File: src/hw/rtl/crlf_dec_pkg.sv
// Package for the CRLF line command decoder.
// Holds the line event record, status codes, character constants and the
// command decode helpers. No dependencies.
`timescale 1ns / 1ps

package crlf_dec_pkg;

  // Header bytes kept from the start of each line
  localparam int unsigned HDR_LEN = 10;

  // Status codes of a result item
  localparam logic [1:0] ST_DONE     = 2'd0;
  localparam logic [1:0] ST_BAD_LF   = 2'd1;
  localparam logic [1:0] ST_OVERFLOW = 2'd2;

  // Characters
  localparam logic [7:0] CH_CR   = 8'h0d;
  localparam logic [7:0] CH_LF   = 8'h0a;
  localparam logic [7:0] CH_ZERO = 8'h30;
  localparam logic [7:0] CH_A    = 8'h41;
  localparam logic [7:0] CH_B    = 8'h42;
  localparam logic [7:0] CH_C    = 8'h43;
  localparam logic [7:0] CH_F    = 8'h46;

  typedef logic [7:0] hdr_byte_t;
  typedef hdr_byte_t [HDR_LEN-1:0] header_t;

  // Firmware update keyword, byte 9 first
  localparam header_t UPDATE_WORD = {
    8'h61, 8'h74, 8'h61, 8'h64, 8'h70, 8'h75, 8'h5F, 8'h72, 8'h69, 8'h46
  };

  // One line event passed from the front end to the back end
  typedef struct packed {
    logic [1:0] status;
    header_t    header;
    logic [7:0] length;
  } line_event_t;

  // Command code from header bytes 0, 1 and 8
  function automatic logic [4:0] decode_command(input header_t hdr);
    logic [7:0] b0;
    logic [7:0] b1;
    logic [7:0] digit;
    logic [4:0] code;
    b0    = hdr[0];
    b1    = hdr[1];
    digit = b1 - CH_ZERO;
    code  = 5'd0;
    if (hdr[8] == CH_F) begin
      if (b0 == CH_A && (b1 inside {[8'h31:8'h39]})) begin
        code = digit[4:0];
      end else if (b0 == CH_B && (b1 inside {[8'h31:8'h37]})) begin
        code = 5'd10 + digit[4:0];
      end else if (b0 == CH_C) begin
        if (b1 == CH_ZERO) begin
          code = 5'd30;
        end else if (b1 inside {8'h32, 8'h34, 8'h36, 8'h38}) begin
          code = 5'd20 + digit[4:0];
        end
      end
    end
    return code;
  endfunction

endpackage

File: src/hw/rtl/crlf_dec_front.sv
// Front end: accepts received bytes, tracks CR/LF framing, byte count and
// the header store, and pushes one line event per completed or dropped line.
// Depends on crlf_dec_pkg.
`timescale 1ns / 1ps

module crlf_dec_front #(
  parameter int unsigned LINE_CAPACITY = 256
) (
  input  logic                      clk,
  input  logic                      rst_n,
  input  logic                      byte_valid,
  input  logic [7:0]                byte_data,
  input  logic                      queue_full,
  output logic                      byte_stall,
  output logic                      ev_push,
  output crlf_dec_pkg::line_event_t ev_data
);

  localparam int unsigned CW = $clog2(LINE_CAPACITY);
  localparam int unsigned LW = (CW > 8) ? CW : 8;

  logic                  cr_r, cr_nxt;
  logic [CW-1:0]         cnt_r, cnt_nxt;
  crlf_dec_pkg::header_t hdr_r, hdr_nxt;
  logic                  accept;
  logic [LW-1:0]         cnt_ext;
  logic [7:0]            len_sat;

  assign byte_stall = queue_full;
  assign accept     = byte_valid && !queue_full;

  // Line length saturates at 255 for long buffers
  assign cnt_ext = LW'(cnt_r);
  assign len_sat = (cnt_ext > LW'(255)) ? 8'hFF : cnt_ext[7:0];

  // Framing and store update
  always_comb begin
    cr_nxt  = cr_r;
    cnt_nxt = cnt_r;
    hdr_nxt = hdr_r;
    ev_push = 1'b0;
    ev_data.status = crlf_dec_pkg::ST_DONE;
    ev_data.header = hdr_r;
    ev_data.length = len_sat;
    if (accept) begin
      if (cr_r) begin
        cr_nxt  = 1'b0;
        cnt_nxt = '0;
        ev_push = 1'b1;
        if (byte_data != crlf_dec_pkg::CH_LF) begin
          ev_data.status = crlf_dec_pkg::ST_BAD_LF;
        end else begin
          hdr_nxt = '0;
        end
      end else if (byte_data == crlf_dec_pkg::CH_CR) begin
        cr_nxt = 1'b1;
      end else begin
        for (int i = 0; i < crlf_dec_pkg::HDR_LEN; i++) begin
          if (cnt_r == CW'(i)) begin
            hdr_nxt[i] = byte_data;
          end
        end
        if (cnt_r == CW'(LINE_CAPACITY - 1)) begin
          cnt_nxt        = '0;
          ev_push        = 1'b1;
          ev_data.status = crlf_dec_pkg::ST_OVERFLOW;
        end else begin
          cnt_nxt = cnt_r + 1'b1;
        end
      end
    end
  end

  always_ff @(posedge clk) begin
    if (!rst_n) begin
      cr_r  <= 1'b0;
      cnt_r <= '0;
      hdr_r <= '0;
    end else begin
      cr_r  <= cr_nxt;
      cnt_r <= cnt_nxt;
      hdr_r <= hdr_nxt;
    end
  end

endmodule

File: src/hw/rtl/crlf_dec_queue.sv
// Two-entry event queue between the front end and the back end.
// Depends on crlf_dec_pkg.
`timescale 1ns / 1ps

module crlf_dec_queue (
  input  logic                      clk,
  input  logic                      rst_n,
  input  logic                      push,
  input  crlf_dec_pkg::line_event_t push_data,
  input  logic                      pop,
  output logic                      full,
  output logic                      not_empty,
  output crlf_dec_pkg::line_event_t head
);

  crlf_dec_pkg::line_event_t mem [2];
  logic       wr_ptr_r, wr_ptr_nxt;
  logic       rd_ptr_r, rd_ptr_nxt;
  logic [1:0] fill_r, fill_nxt;
  logic       do_push;
  logic       do_pop;

  assign full      = (fill_r == 2'd2);
  assign not_empty = (fill_r != 2'd0);
  assign head      = mem[rd_ptr_r];
  assign do_push   = push && !full;
  assign do_pop    = pop && not_empty;

  // Pointer and fill bookkeeping
  always_comb begin
    wr_ptr_nxt = wr_ptr_r ^ do_push;
    rd_ptr_nxt = rd_ptr_r ^ do_pop;
    fill_nxt   = fill_r;
    if (do_push && !do_pop) begin
      fill_nxt = fill_r + 2'd1;
    end else if (do_pop && !do_push) begin
      fill_nxt = fill_r - 2'd1;
    end
  end

  always_ff @(posedge clk) begin
    if (!rst_n) begin
      wr_ptr_r <= 1'b0;
      rd_ptr_r <= 1'b0;
      fill_r   <= 2'd0;
    end else begin
      wr_ptr_r <= wr_ptr_nxt;
      rd_ptr_r <= rd_ptr_nxt;
      fill_r   <= fill_nxt;
    end
  end

  // Storage
  always_ff @(posedge clk) begin
    if (do_push) begin
      mem[wr_ptr_r] <= push_data;
    end
  end

endmodule

File: src/hw/rtl/crlf_dec_back.sv
// Back end: decodes the queued line event into a result item and holds it
// in the output register until the receiver takes it.
// Depends on crlf_dec_pkg.
`timescale 1ns / 1ps

module crlf_dec_back (
  input  logic                      clk,
  input  logic                      rst_n,
  input  logic                      ev_valid,
  input  crlf_dec_pkg::line_event_t ev_data,
  output logic                      ev_pop,
  input  logic                      res_stall,
  output logic                      res_valid,
  output logic [1:0]                res_status,
  output logic [4:0]                res_command_code,
  output logic                      res_update_request,
  output logic [15:0]               res_payload_word,
  output logic [7:0]                res_line_length
);

  logic        valid_r, valid_nxt;
  logic [1:0]  status_r;
  logic [4:0]  cmd_r, cmd_nxt;
  logic        upd_r, upd_nxt;
  logic [15:0] pay_r, pay_nxt;
  logic [7:0]  len_r, len_nxt;
  logic        done;

  // Load a new result when the register is empty or being taken
  assign ev_pop = ev_valid && (!valid_r || !res_stall);
  assign done   = (ev_data.status == crlf_dec_pkg::ST_DONE);

  // Decode; drop results carry zero fields
  always_comb begin
    cmd_nxt = '0;
    upd_nxt = 1'b0;
    pay_nxt = '0;
    len_nxt = '0;
    if (done) begin
      cmd_nxt = crlf_dec_pkg::decode_command(ev_data.header);
      upd_nxt = (ev_data.header == crlf_dec_pkg::UPDATE_WORD);
      pay_nxt = {ev_data.header[2], ev_data.header[3]};
      len_nxt = ev_data.length;
    end
    valid_nxt = valid_r;
    if (ev_pop) begin
      valid_nxt = 1'b1;
    end else if (!res_stall) begin
      valid_nxt = 1'b0;
    end
  end

  always_ff @(posedge clk) begin
    if (!rst_n) begin
      valid_r <= 1'b0;
    end else begin
      valid_r <= valid_nxt;
    end
  end

  always_ff @(posedge clk) begin
    if (ev_pop) begin
      status_r <= ev_data.status;
      cmd_r    <= cmd_nxt;
      upd_r    <= upd_nxt;
      pay_r    <= pay_nxt;
      len_r    <= len_nxt;
    end
  end

  assign res_valid          = valid_r;
  assign res_status         = status_r;
  assign res_command_code   = cmd_r;
  assign res_update_request = upd_r;
  assign res_payload_word   = pay_r;
  assign res_line_length    = len_r;

endmodule

File: src/hw/rtl/crlf_line_command_decoder.sv
// CRLF line command decoder, top level.
// Input channel: one received byte per item (in_valid, in_stall, in_rx_byte).
// Each accepted byte updates the line state in the cycle it is taken; a new
// byte may be accepted every cycle while in_stall is low.
// A CR followed by LF completes a line and yields one result item with the
// decoded command code, firmware update flag, payload word and line length.
// A non-LF byte after CR, or a line reaching LINE_CAPACITY bytes, yields a
// drop status item. Other bytes yield no item.
// A result passes through the queue, written on the edge that accepts the byte
// causing it, and then the output register, loaded once it is empty or being taken.
// Throughput: one byte per cycle while in_stall is low.
// When the receiver holds out_stall, the result waits in the output register
// and the queue takes up to two more; in_stall rises only once it is full.
// Reset (synchronous, active low) clears the framing state, the byte count,
// the header store, the queue and the output valid.
// Depends on crlf_dec_pkg, crlf_dec_front, crlf_dec_queue, crlf_dec_back.
`timescale 1ns / 1ps

module crlf_line_command_decoder #(
  parameter int unsigned LINE_CAPACITY = 256
) (
  input  logic        clk,
  input  logic        rst_n,
  input  logic        in_valid,
  output logic        in_stall,
  input  logic [7:0]  in_rx_byte,
  output logic        out_valid,
  input  logic        out_stall,
  output logic [1:0]  out_status,
  output logic [4:0]  out_command_code,
  output logic        out_update_request,
  output logic [15:0] out_payload_word,
  output logic [7:0]  out_line_length
);

  logic                      ev_push;
  crlf_dec_pkg::line_event_t ev_in;
  logic                      q_full;
  logic                      q_valid;
  crlf_dec_pkg::line_event_t q_head;
  logic                      q_pop;

  crlf_dec_front #(
    .LINE_CAPACITY(LINE_CAPACITY)
  ) u_front (
    .clk       (clk),
    .rst_n     (rst_n),
    .byte_valid(in_valid),
    .byte_data (in_rx_byte),
    .queue_full(q_full),
    .byte_stall(in_stall),
    .ev_push   (ev_push),
    .ev_data   (ev_in)
  );

  crlf_dec_queue u_queue (
    .clk      (clk),
    .rst_n    (rst_n),
    .push     (ev_push),
    .push_data(ev_in),
    .pop      (q_pop),
    .full     (q_full),
    .not_empty(q_valid),
    .head     (q_head)
  );

  crlf_dec_back u_back (
    .clk               (clk),
    .rst_n             (rst_n),
    .ev_valid          (q_valid),
    .ev_data           (q_head),
    .ev_pop            (q_pop),
    .res_stall         (out_stall),
    .res_valid         (out_valid),
    .res_status        (out_status),
    .res_command_code  (out_command_code),
    .res_update_request(out_update_request),
    .res_payload_word  (out_payload_word),
    .res_line_length   (out_line_length)
  );

endmodule
File: config.mk
export PLATFORM = sky130hd
export DESIGN_NAME = crlf_line_command_decoder
export DESIGN_NICKNAME = d
export VERILOG_FILES = /design/src/hw/rtl/crlf_dec_pkg.sv /design/src/hw/rtl/crlf_dec_front.sv /design/src/hw/rtl/crlf_dec_queue.sv /design/src/hw/rtl/crlf_dec_back.sv /design/src/hw/rtl/crlf_line_command_decoder.sv
export SDC_FILE = /design/constraint.sdc
export NUM_CORES = 1
export LEC_CHECK = 0
export BUFFER_PORTS_ARGS = -buffer_cell sky130_fd_sc_hd__buf_2
export CAP_MARGIN = 40
export CORE_ASPECT_RATIO = 0.6
export CORE_UTILIZATION = 59
export CTS_BUF_LIST = sky130_fd_sc_hd__clkbuf_8
export CTS_CLUSTER_DIAMETER = 200
export DETAILED_ROUTE_END_ITERATION = 7
export PLACE_DENSITY = 0.77
export SYNTH_ARGS = -nofsm -noshare
export SYNTH_HDL_FRONTEND = slang
export SYNTH_SLANG_ARGS = --single-unit
File: constraint.sdc
create_clock -name clk -period 5.4 [get_ports clk]
set_input_delay 0.27 -clock clk [delete_from_list [all_inputs] [get_ports clk]]
set_output_delay 0.27 -clock clk [all_outputs]
set_load 0.005 [all_outputs]
==> impl_metrics.json, run 1 <==
{
  "port_buffers": 45,
  "vias": 7388,
  "dp_hpwl_um": 17700,
  "clock_latency_ps": 550,
  "post-cts-setup-buffers": 0,
  "setup_violations": 0,
  "hp-class": "in2reg",
  "crit_path_start": "u_front.cr_r",
  "synth-seq-area-share": 0.698,
  "drive_gt1_frac": 0.162,
  "avgSynthCellArea_um2": 13.9,
  "wirelength_um": 26400,
  "drv_cap": 0,
  "grt_usage": 0.263,
  "combPwrFrac": 0.153,
  "cp.arrival_ps": 3770,
  "yosysWarningCount": 0,
  "finish.net_count": 950,
  "fin_crit_sh": 0.656,
  "die_area_um2": 20700,
  "start_kind": "flop",
  "min-delay-start": "out_stall",
  "synth-main-ff-cell": "edfxtp_1",
  "cts_sinks": 307,
  "worstSetupPathType": "reg2reg",
  "timing.critical_path.buf_inv": 1,
  "crit_required_ps": 5620,
  "ys_ff_latch": 307,
  "cts_tree": "done",
  "final_cell_mix": "edfxtp_1, dfxtp_1, nand2_1, mux2i_1, clkbuf_8",
  "slowest_delay_ps": 760,
  "r2r_start": "u_front.cr_r",
  "critPathSlowestCell": "dfxtp_1",
  "synth_nets": 878,
  "tns_ps": 0,
  "rsz0062_at_grt": "no",
  "fmax_mhz": 282,
  "tightestPinTransition_ps": 833,
  "synth_async_sr_flop_share": 0,
  "htreeDepth": 2,
  "grt_pass1_wl_um": 40000,
  "netlist_instances": 853,
  "synth_area_um2": 11800,
  "relSlewSlack": 0.439,
  "gp_congestion": 0.910,
  "clk_transition_reported_paths_ps": 70,
  "layout_commonest_cell": "edfxtp_1",
  "p_int_mw": 3.94,
  "utilization": 0.687,
  "wl_per_cell_um": 21.5,
  "power_frac_clock": 0.320,
  "coreArea_um2": 19300,
  "die_w_um": 185,
  "fin_skew_ps": 12.9,
  "cp_top_family": "simple AND/OR/NAND/NOR gates",
  "peakVddDrop_uv": 265,
  "grt_max_degree": 91,
  "ant_nets": 0,
  "synth_edf_count": 212,
  "clock_path_buffers": 3,
  "drc": 0,
  "cts_resized": 0,
  "cp_cell_sequence": "nor2b_1 -> nand4_2 -> nand2_2 -> nor2_1 -> ha_4 -> buf_4",
  "cellLeakagePower_nw": 4.51,
  "end_kind": "flop",
  "numCtsBuffers": 43,
  "grt_pass1_vias": 6820,
  "area_delta_synth_final_pct": 12.1,
  "pwr-share-seq": 0.528,
  "synth_cell_types": 70,
  "drt_iter0_drc": 842,
  "die_h_um": 112,
  "firstDrtPassIters": 6,
  "n_antenna_cell": 0,
  "status": "finished clean",
  "start_util": 0.613,
  "finalMaxSlewViolations": 0,
  "antenna_found_initial": 0,
  "grt_overflow_total": 0,
  "cts_hold_repair.buffers": 0,
  "hold_viol_final": 0,
  "post-route-min-period_ps": 3540,
  "p_sw_frac": 0.276,
  "rows": 39,
  "power_switching_mw": 1.50,
  "io_pins": 46,
  "via_per_inst": 6.03,
  "cp_max_fo": 54,
  "nFillCells": 1364,
  "p_per_area_nw_per_um2": 409,
  "ctsRootBufferMaster": "clkbuf_8"
}
cells by family after synthesis:
logic type | share of synthesized area
AOI/OAI and AO/OA | 0.0836
DFF | 0.698
buffers and inverters | 0.0191
and+or+nand+nor | 0.131
xor gates and xnor gates | 0.00666
muxes | 0.0477
adders and majority gates | 0.0137
synth_stat cells (13+ instances only):
cell | n | area, um2
ha_1 | 13 | 163
nor2_1 | 45 | 169
a21boi_1 | 14 | 105
o22ai_1 | 24 | 150
dfxtp_1 | 95 | 1900
mux2i_1 | 52 | 521
clkbuf_1 | 17 | 63.8
inv_1 | 22 | 82.6
a21oi_1 | 15 | 75.1
nor2b_1 | 15 | 93.8
nand2_1 | 92 | 345
edfxtp_1 | 212 | 6370
o21ai_0 | 37 | 185
routing by layer:
metal,GRT usage,wire length [um],part of all wire
met4,0.0700,496,0.019
met5,0,0,0
met3,0.0818,2870,0.11
met1,0.422,12500,0.47
met2,0.339,10500,0.40
path summary, 6_finish.rpt:
kind	slack, ps	endpoint	cells after the start
max reg2reg	1860	u_queue.mem[1][24]	6
min	30	u_back.res_valid	3
min reg2reg	450	u_queue.mem[0][46]	0
max	1860	u_queue.mem[1][24]	6
power groups by stage:
stage | sequential (mW) | clock [mW] | combinational (mW)
after floorplan | 2.88 | 0 | 0.534
after global placement | 2.92 | 0 | 0.778
after detailed placement | 2.92 | 0 | 0.824
after CTS | 2.87 | 1.76 | 0.828
after global routing | 2.89 | 1.86 | 0.914
final | 2.87 | 1.74 | 0.831
registers in the layout, summed over array words and instances, names as in the netlist, named ones only:
name and cells:
u_back.res_update_request 1, u_back.res_payload_word 16, u_back.res_valid 1, u_queue.wr_ptr_r 1, u_front.ev_data 80, u_queue.fill_r 2
u_back.res_command_code 5, u_back.res_status 2, u_back.res_line_length 8, u_queue.mem 180, u_queue.rd_ptr_r 1, u_front.cr_r 1
u_front.cnt_ext 8
worst register-to-register path: cells and delay by family, from the launching register on:
family        cells  cell delay, ps
simple gates      4            1270
flops             1             760
fa+ha+maj         1             750
buf+inv           1             440
final cells by class:
type	instances	area, um2	area share
flip-flops and latches	307	8270	0.623
multi-input cells	492	3380	0.254
clock buffers	51	702	0.0528
repair buffers	58	380	0.0286
well taps	266	333	0.0251
clock inverters	28	133	0.00998
inverters	23	86.3	0.00650
metrics by stage:
stage	cells	area [um2]	setup slack, ps	total power, mW	hold slack [ps]
after global routing	1225	13300	1660	5.67	28.7
after floorplan	853	11800	1390	3.41	419
after CTS	1224	13300	1920	5.46	10.3
after detailed placement	1145	12400	1920	3.74	438
after global placement	1142	12400	2030	3.69	434
final	1225	13300	1860	5.44	26.3
Note: power is estimated with default switching activity, not from simulation.
==> run 2: changes to the inputs <==
--- a/config.mk
+++ b/config.mk
@@ -5,14 +5,15 @@
 export SDC_FILE = /design/constraint.sdc
 export NUM_CORES = 1
 export LEC_CHECK = 0
+export ABC_AREA = 1
 export BUFFER_PORTS_ARGS = -buffer_cell sky130_fd_sc_hd__buf_2
 export CAP_MARGIN = 40
 export CORE_ASPECT_RATIO = 0.6
-export CORE_UTILIZATION = 59
+export CORE_UTILIZATION = 58
 export CTS_BUF_LIST = sky130_fd_sc_hd__clkbuf_8
 export CTS_CLUSTER_DIAMETER = 200
 export DETAILED_ROUTE_END_ITERATION = 7
-export PLACE_DENSITY = 0.77
+export PLACE_DENSITY = 0.78
 export SYNTH_ARGS = -nofsm -noshare
 export SYNTH_HDL_FRONTEND = slang
 export SYNTH_SLANG_ARGS = --single-unit
==> constraint.sdc (replaced) <==
create_clock -name clk -period 2.95 [get_ports clk]
set_input_delay 0.1475 -clock clk [delete_from_list [all_inputs] [get_ports clk]]
set_output_delay 0.1475 -clock clk [all_outputs]
set_load 0.005 [all_outputs]
==> impl_metrics.json, run 2 <==
{
  "hold_viol_final": 0,
  "status": "finished clean",
  "crit_path_start": "u_front.cnt_ext[0]",
  "grt_max_degree": 61,
  "regMostFlops": "u_queue.mem",
  "drive_gt1_frac": 0.138,
  "antenna_found_initial": 0,
  "grt_pass1_vias": 7664,
  "crit_required_ps": 3160,
  "fin_crit_sh": 0.900,
  "start_kind": "flop",
  "drv_cap": 0,
  "fin_area_um2": 13600,
  "synth_edf_count": 212,
  "fmax_mhz": 377,
  "cellLeakagePower_nw": 5.06,
  "wl_per_cell_um": 17.6,
  "post-cts-setup-buffers": 0,
  "coreArea_um2": 20100,
  "wl_met3_um": 2420,
  "numCtsBuffers": 44,
  "synth_async_sr_flop_share": 0,
  "place_inst": 1383,
  "r2r_start": "u_front.cnt_ext[0]",
  "dp_hpwl_um": 16600,
  "ant_nets": 0,
  "peakVddDrop_uv": 385,
  "final_cell_mix": "nand2_1, edfxtp_1, a21oi_1, dfxtp_1, nor2_1",
  "area_delta_synth_final_pct": 13.8,
  "synth_area_leaders": "edfxtp_1, dfxtp_1, nand2_1",
  "relSlewSlack": 0.528,
  "firstDrtPassIters": 6,
  "finish.net_count": 1193,
  "layout_commonest_cell": "nand2_1",
  "grt_usage": 0.253,
  "yosysTopAreaCell": "edfxtp_1",
  "wl_met2_um": 10800,
  "rsz0062_at_grt": "no",
  "grt_pass1_wl_um": 41200,
  "start_util": 0.595,
  "worstSetupPathType": "reg2reg",
  "layout.area.seq_um2": 8270,
  "via_per_inst": 5.51,
  "synth_most_common_cell": "nand2_1",
  "cts_sinks": 307,
  "die_area_um2": 21200,
  "largest_register_ffs": 180,
  "hp-class": "in2reg",
  "clock_latency_ps": 550,
  "synth_common_cells": "nand2_1, edfxtp_1, a21oi_1",
  "finalNonFillerCells": 1476,
  "wl_met1_um": 12400,
  "synth_nets": 1101,
  "synth-seq-area-share": 0.692,
  "cp_max_fo": 45,
  "n_antenna_cell": 0,
  "yosysWarningCount": 0,
  "dpl_cell_area_um2": 12600,
  "drc": 0,
  "synth-main-ff-cell": "edfxtp_1",
  "tns_ps": 0,
  "setup_violations": 0,
  "post-route-min-period_ps": 2660,
  "min-delay-start": "in_rx_byte[4]",
  "netlist_instances": 1076,
  "rows": 40,
  "htreeDepth": 2,
  "drt_iter0_drc": 872,
  "die_h_um": 113,
  "fin_skew_ps": 22.8,
  "power_mw": 11.1,
  "io_pins": 46,
  "nFillCells": 1469,
  "avgSynthCellArea_um2": 11.1,
  "utilization": 0.677,
  "finalMaxSlewViolations": 0,
  "clk_transition_reported_paths_ps": 70,
  "multi_input_area_um2": 3230,
  "clock_path_buffers": 3,
  "grt_overflow_total": 0,
  "ctsRootBufferMaster": "clkbuf_8",
  "vias": 8139,
  "synth_area_um2": 11900,
  "gp_congestion": 0.926,
  "wirelength_um": 26000,
  "p_per_area_nw_per_um2": 814,
  "tightestPinTransition_ps": 700,
  "die_w_um": 187,
  "port_buffers": 45,
  "cts_tree": "done",
  "end_kind": "flop",
  "top_layer_used": "met4",
  "cp.arrival_ps": 2860,
  "synth_top_cell_area_share": 0.533,
  "synth_cell_types": 42,
  "ys_ff_latch": 307
}
run 2: path summary, 6_finish.rpt:
kind	end	slack (ps)	depth (start not counted)
max	u_queue.mem[0][22]	290	9
min	u_front.ev_data[52]	190	6
max reg2reg	u_queue.mem[0][22]	290	9
min reg2reg	u_queue.mem[1][84]	450	0
run 2: per-layer routing:
layer	up-vias	global-route usage
met5	-	0
met4	0	0.0645
met3	40	0.0533
met2	375	0.366
met1	3843	0.388
li1	3881	-
run 2: per-stage QoR:
stage | worst slack, ps | hold slack (ps)
after floorplan | -914 | 285
after global placement | 424 | 424
after detailed placement | 358 | 438
after CTS | 341 | 149
after global routing | 163 | 181
final | 295 | 193
run 2: critical path: stages, from the launching register on:
cell,delay (ps)
dfxtp_1,440
ha_1,230
nand4_1,140
nor2_1,170
nand2_1,90
nor2_1,130
nor2_1,100
nor2_1,350
ha_4,370
buf_12,280
run 2: logic make-up after synthesis:
| logic type | Yosys count | synth area share |
|---|---|---|
| adders and majority gates | 13 | 0.0136 |
| DFF | 307 | 0.692 |
| and+or+nand+nor | 490 | 0.179 |
| buffers and inverters | 107 | 0.0394 |
| AOI/OAI and AO/OA | 149 | 0.0678 |
| xor gates and xnor gates | 4 | 0.00293 |
| muxes | 6 | 0.00503 |
run 2: final cells by class:
cell class	count	share of cell area
sequential	307	0.609
inverter	77	0.0216
clock inverter	32	0.0176
multi-input combinational	662	0.238
tap	273	0.0251
timing repair buffer	76	0.0396
clock buffer	49	0.0496
run 2: report_power, final:
part	internal (mW)	leakage, nW	switching, mW	total, mW
clock network	1.88	0.510	1.59	3.47
logic	0.677	1.80	1.61	2.28
registers	5.14	2.75	0.173	5.31
total	7.70	5.06	3.37	11.1
run 2: timing repair:
item | in CTS | in global routing
hold buffers | 12 | 0
resized for setup | 0 | 0
endpoints found under the hold margin | 12 | 0
==> run 3: changes to the inputs <==
--- a/config.mk
+++ b/config.mk
@@ -9,11 +9,12 @@
 export BUFFER_PORTS_ARGS = -buffer_cell sky130_fd_sc_hd__buf_2
 export CAP_MARGIN = 40
 export CORE_ASPECT_RATIO = 0.6
-export CORE_UTILIZATION = 58
+export CORE_MARGIN = 1.5
+export CORE_UTILIZATION = 40
 export CTS_BUF_LIST = sky130_fd_sc_hd__clkbuf_8
 export CTS_CLUSTER_DIAMETER = 200
 export DETAILED_ROUTE_END_ITERATION = 7
-export PLACE_DENSITY = 0.78
+export SETUP_SLACK_MARGIN = 0.05
 export SYNTH_ARGS = -nofsm -noshare
 export SYNTH_HDL_FRONTEND = slang
 export SYNTH_SLANG_ARGS = --single-unit
==> impl_metrics.json, run 3 (same netlist as run 2, synthesis figures left out) <==
{
  "final_cell_mix": "nand2_1, edfxtp_1, a21oi_1, dfxtp_1, inv_1",
  "wl_per_cell_um": 17.1,
  "relSlewSlack": 0.458,
  "cp_cell_sequence": "inv_1 -> ha_1 -> nand3_1 -> o21ai_0 -> nand2_1 -> nor2_2 -> o21ai_0 -> a21oi_1 -> dlygate4sd3_1",
  "die_h_um": 137,
  "start_util": 0.411,
  "coreArea_um2": 29100,
  "gp_congestion": 0.896,
  "crit_path_start": "u_front.cnt_ext[1]",
  "power_switching_mw": 3.40,
  "drt_iter0_drc": 708,
  "cp.depth": 9,
  "ctsRootBufferMaster": "clkbuf_8",
  "finalMaxSlewViolations": 0,
  "regMostFlops": "u_queue.mem",
  "finish.net_count": 1198,
  "rows": 48,
  "clock_path_buffers": 3,
  "antenna_found_initial": 0,
  "grt_overflow_total": 0,
  "r2r_start": "u_front.cnt_ext[1]",
  "vias": 8035,
  "dp_hpwl_um": 17800,
  "rsz0062_at_grt": "no",
  "layout_commonest_cell": "nand2_1",
  "layout.area.seq_um2": 8270,
  "worstSetupPathType": "reg2reg",
  "grt_max_degree": 56,
  "cts_resized": 0,
  "grt_pass1_wl_um": 43100,
  "critPathSlowestCell": "dlygate4sd3_1",
  "tns_ps": 0,
  "hold_viol_final": 0,
  "drive_gt1_frac": 0.136,
  "start_kind": "flop",
  "clock_latency_ps": 560,
  "p_sw_frac": 0.313,
  "status": "finished clean",
  "crit_path_frequent_cell": "o21ai_0",
  "rr_worst_depth": 9,
  "fmax_mhz": 378,
  "port_buffers": 45,
  "cts_sinks": 307,
  "wirelength_um": 27500,
  "pwr-share-seq": 0.488,
  "p_per_area_nw_per_um2": 790,
  "p_int_mw": 7.46,
  "cts_hold_repair.buffers": 15,
  "fin_crit_sh": 0.896,
  "ant_nets": 0,
  "die_area_um2": 30900,
  "clk_transition_reported_paths_ps": 60,
  "slowest_delay_ps": 560,
  "power_mw": 10.9,
  "power_frac_clock": 0.300,
  "end_kind": "flop",
  "setup_violations": 0,
  "cp.arrival_ps": 3140,
  "area_delta_synth_final_pct": 15.1,
  "cp-endpoint": "u_front.ev_data[83]",
  "drc": 0,
  "grt_usage": 0.184,
  "post-route-min-period_ps": 2640,
  "n_antenna_cell": 0,
  "firstDrtPassIters": 5,
  "cp_max_fo": 13,
  "hp-class": "in2reg",
  "utilization": 0.473,
  "post-cts-setup-buffers": 0,
  "drv_cap": 0,
  "crit_required_ps": 3450,
  "cp_top_family": "simple AND/OR/NAND/NOR gates",
  "io_pins": 46,
  "multi_input_area_um2": 3230,
  "cts_tree": "done",
  "numCtsBuffers": 46,
  "peakVddDrop_uv": 360,
  "largest_register_ffs": 180,
  "timing.critical_path.buf_inv": 2,
  "tightestPinTransition_ps": 812,
  "htreeDepth": 2,
  "combPwrFrac": 0.212,
  "via_per_inst": 4.99,
  "die_w_um": 226,
  "worstReg2RegEnd": "u_front.ev_data[83]",
  "nFillCells": 2662,
  "fin_skew_ps": 14.6,
  "rrSetupSlack_ps": 310,
  "grt_pass1_vias": 7587,
  "cellLeakagePower_nw": 5.10
}
run 3: cell count changes in the layout (fill, tap and decap cells not counted), moves of 2 or more:
| cell | before | now |
|---|---|---|
| clkinv_1 | 14 | 8 |
| dlygate4sd3_1 | 12 | 15 |
| bufinv_16 | 4 | 0 |
| inv_1 | 79 | 89 |
| buf_12 | 4 | 6 |
| clkbuf_8 | 49 | 54 |
| buf_4 | 15 | 13 |
run 3: worst min path at each step:
stage,start,to,slack [ps],cells past startpoint
5_1_grt,in_rx_byte[1],u_front.ev_data[33],160,6
3_5_place_dp,out_stall,u_back.res_valid,430,3
4_1_cts,in_rx_byte[1],u_front.ev_data[49],130,6
2_1_floorplan,rst_n,u_front.cnt_ext[6],290,2
3_3_place_gp,out_stall,u_back.res_valid,430,3
6_report,in_rx_byte[1],u_front.ev_data[49],170,6
run 3: power by group through the flow:
stage | sequential (mW) | combinational [mW] | clock, mW
2_1_floorplan | 5.38 | 1.49 | 0
3_3_place_gp | 5.40 | 2.28 | 0
5_1_grt | 5.36 | 2.58 | 3.53
3_5_place_dp | 5.40 | 2.29 | 0
4_1_cts | 5.31 | 2.32 | 3.33
6_report | 5.31 | 2.30 | 3.26
run 3: worst min-delay path, cell delays in order:
cell     delay [ps]
buf_2           100
inv_1            60
nor2_1           40
buf_4           190
nand2_1          80
a21oi_1          50
run 3: layout make-up:
type                       instances  share of cell area
inverter                          77              0.0214
clock buffer                      54              0.0541
clock inverter                    30             0.00883
timing repair buffer              79              0.0431
multi-input combinational        662               0.235
tap                              400              0.0364
sequential                       307               0.601
run 3: metal layers:
layer | GRT usage | up-vias | routed length (um)
met1 | 0.296 | 3838 | 14300
li1 | - | 3902 | -
met4 | 0.0419 | 0 | 349
met5 | 0 | - | 0
met2 | 0.250 | 259 | 10900
met3 | 0.0374 | 36 | 2000
run 3: per-stage QoR:
stage / cells / hold WS, ps / instance area, um2 / setup WS, ps
global route: 1609 / 162 / 13700 / 91.7
detailed placement: 1510 / 433 / 12700 / 331
CTS: 1609 / 129 / 13700 / 311
floorplan: 1076 / 285 / 11900 / 34.2
finish: 1609 / 174 / 13700 / 306
global placement: 1510 / 429 / 12700 / 431
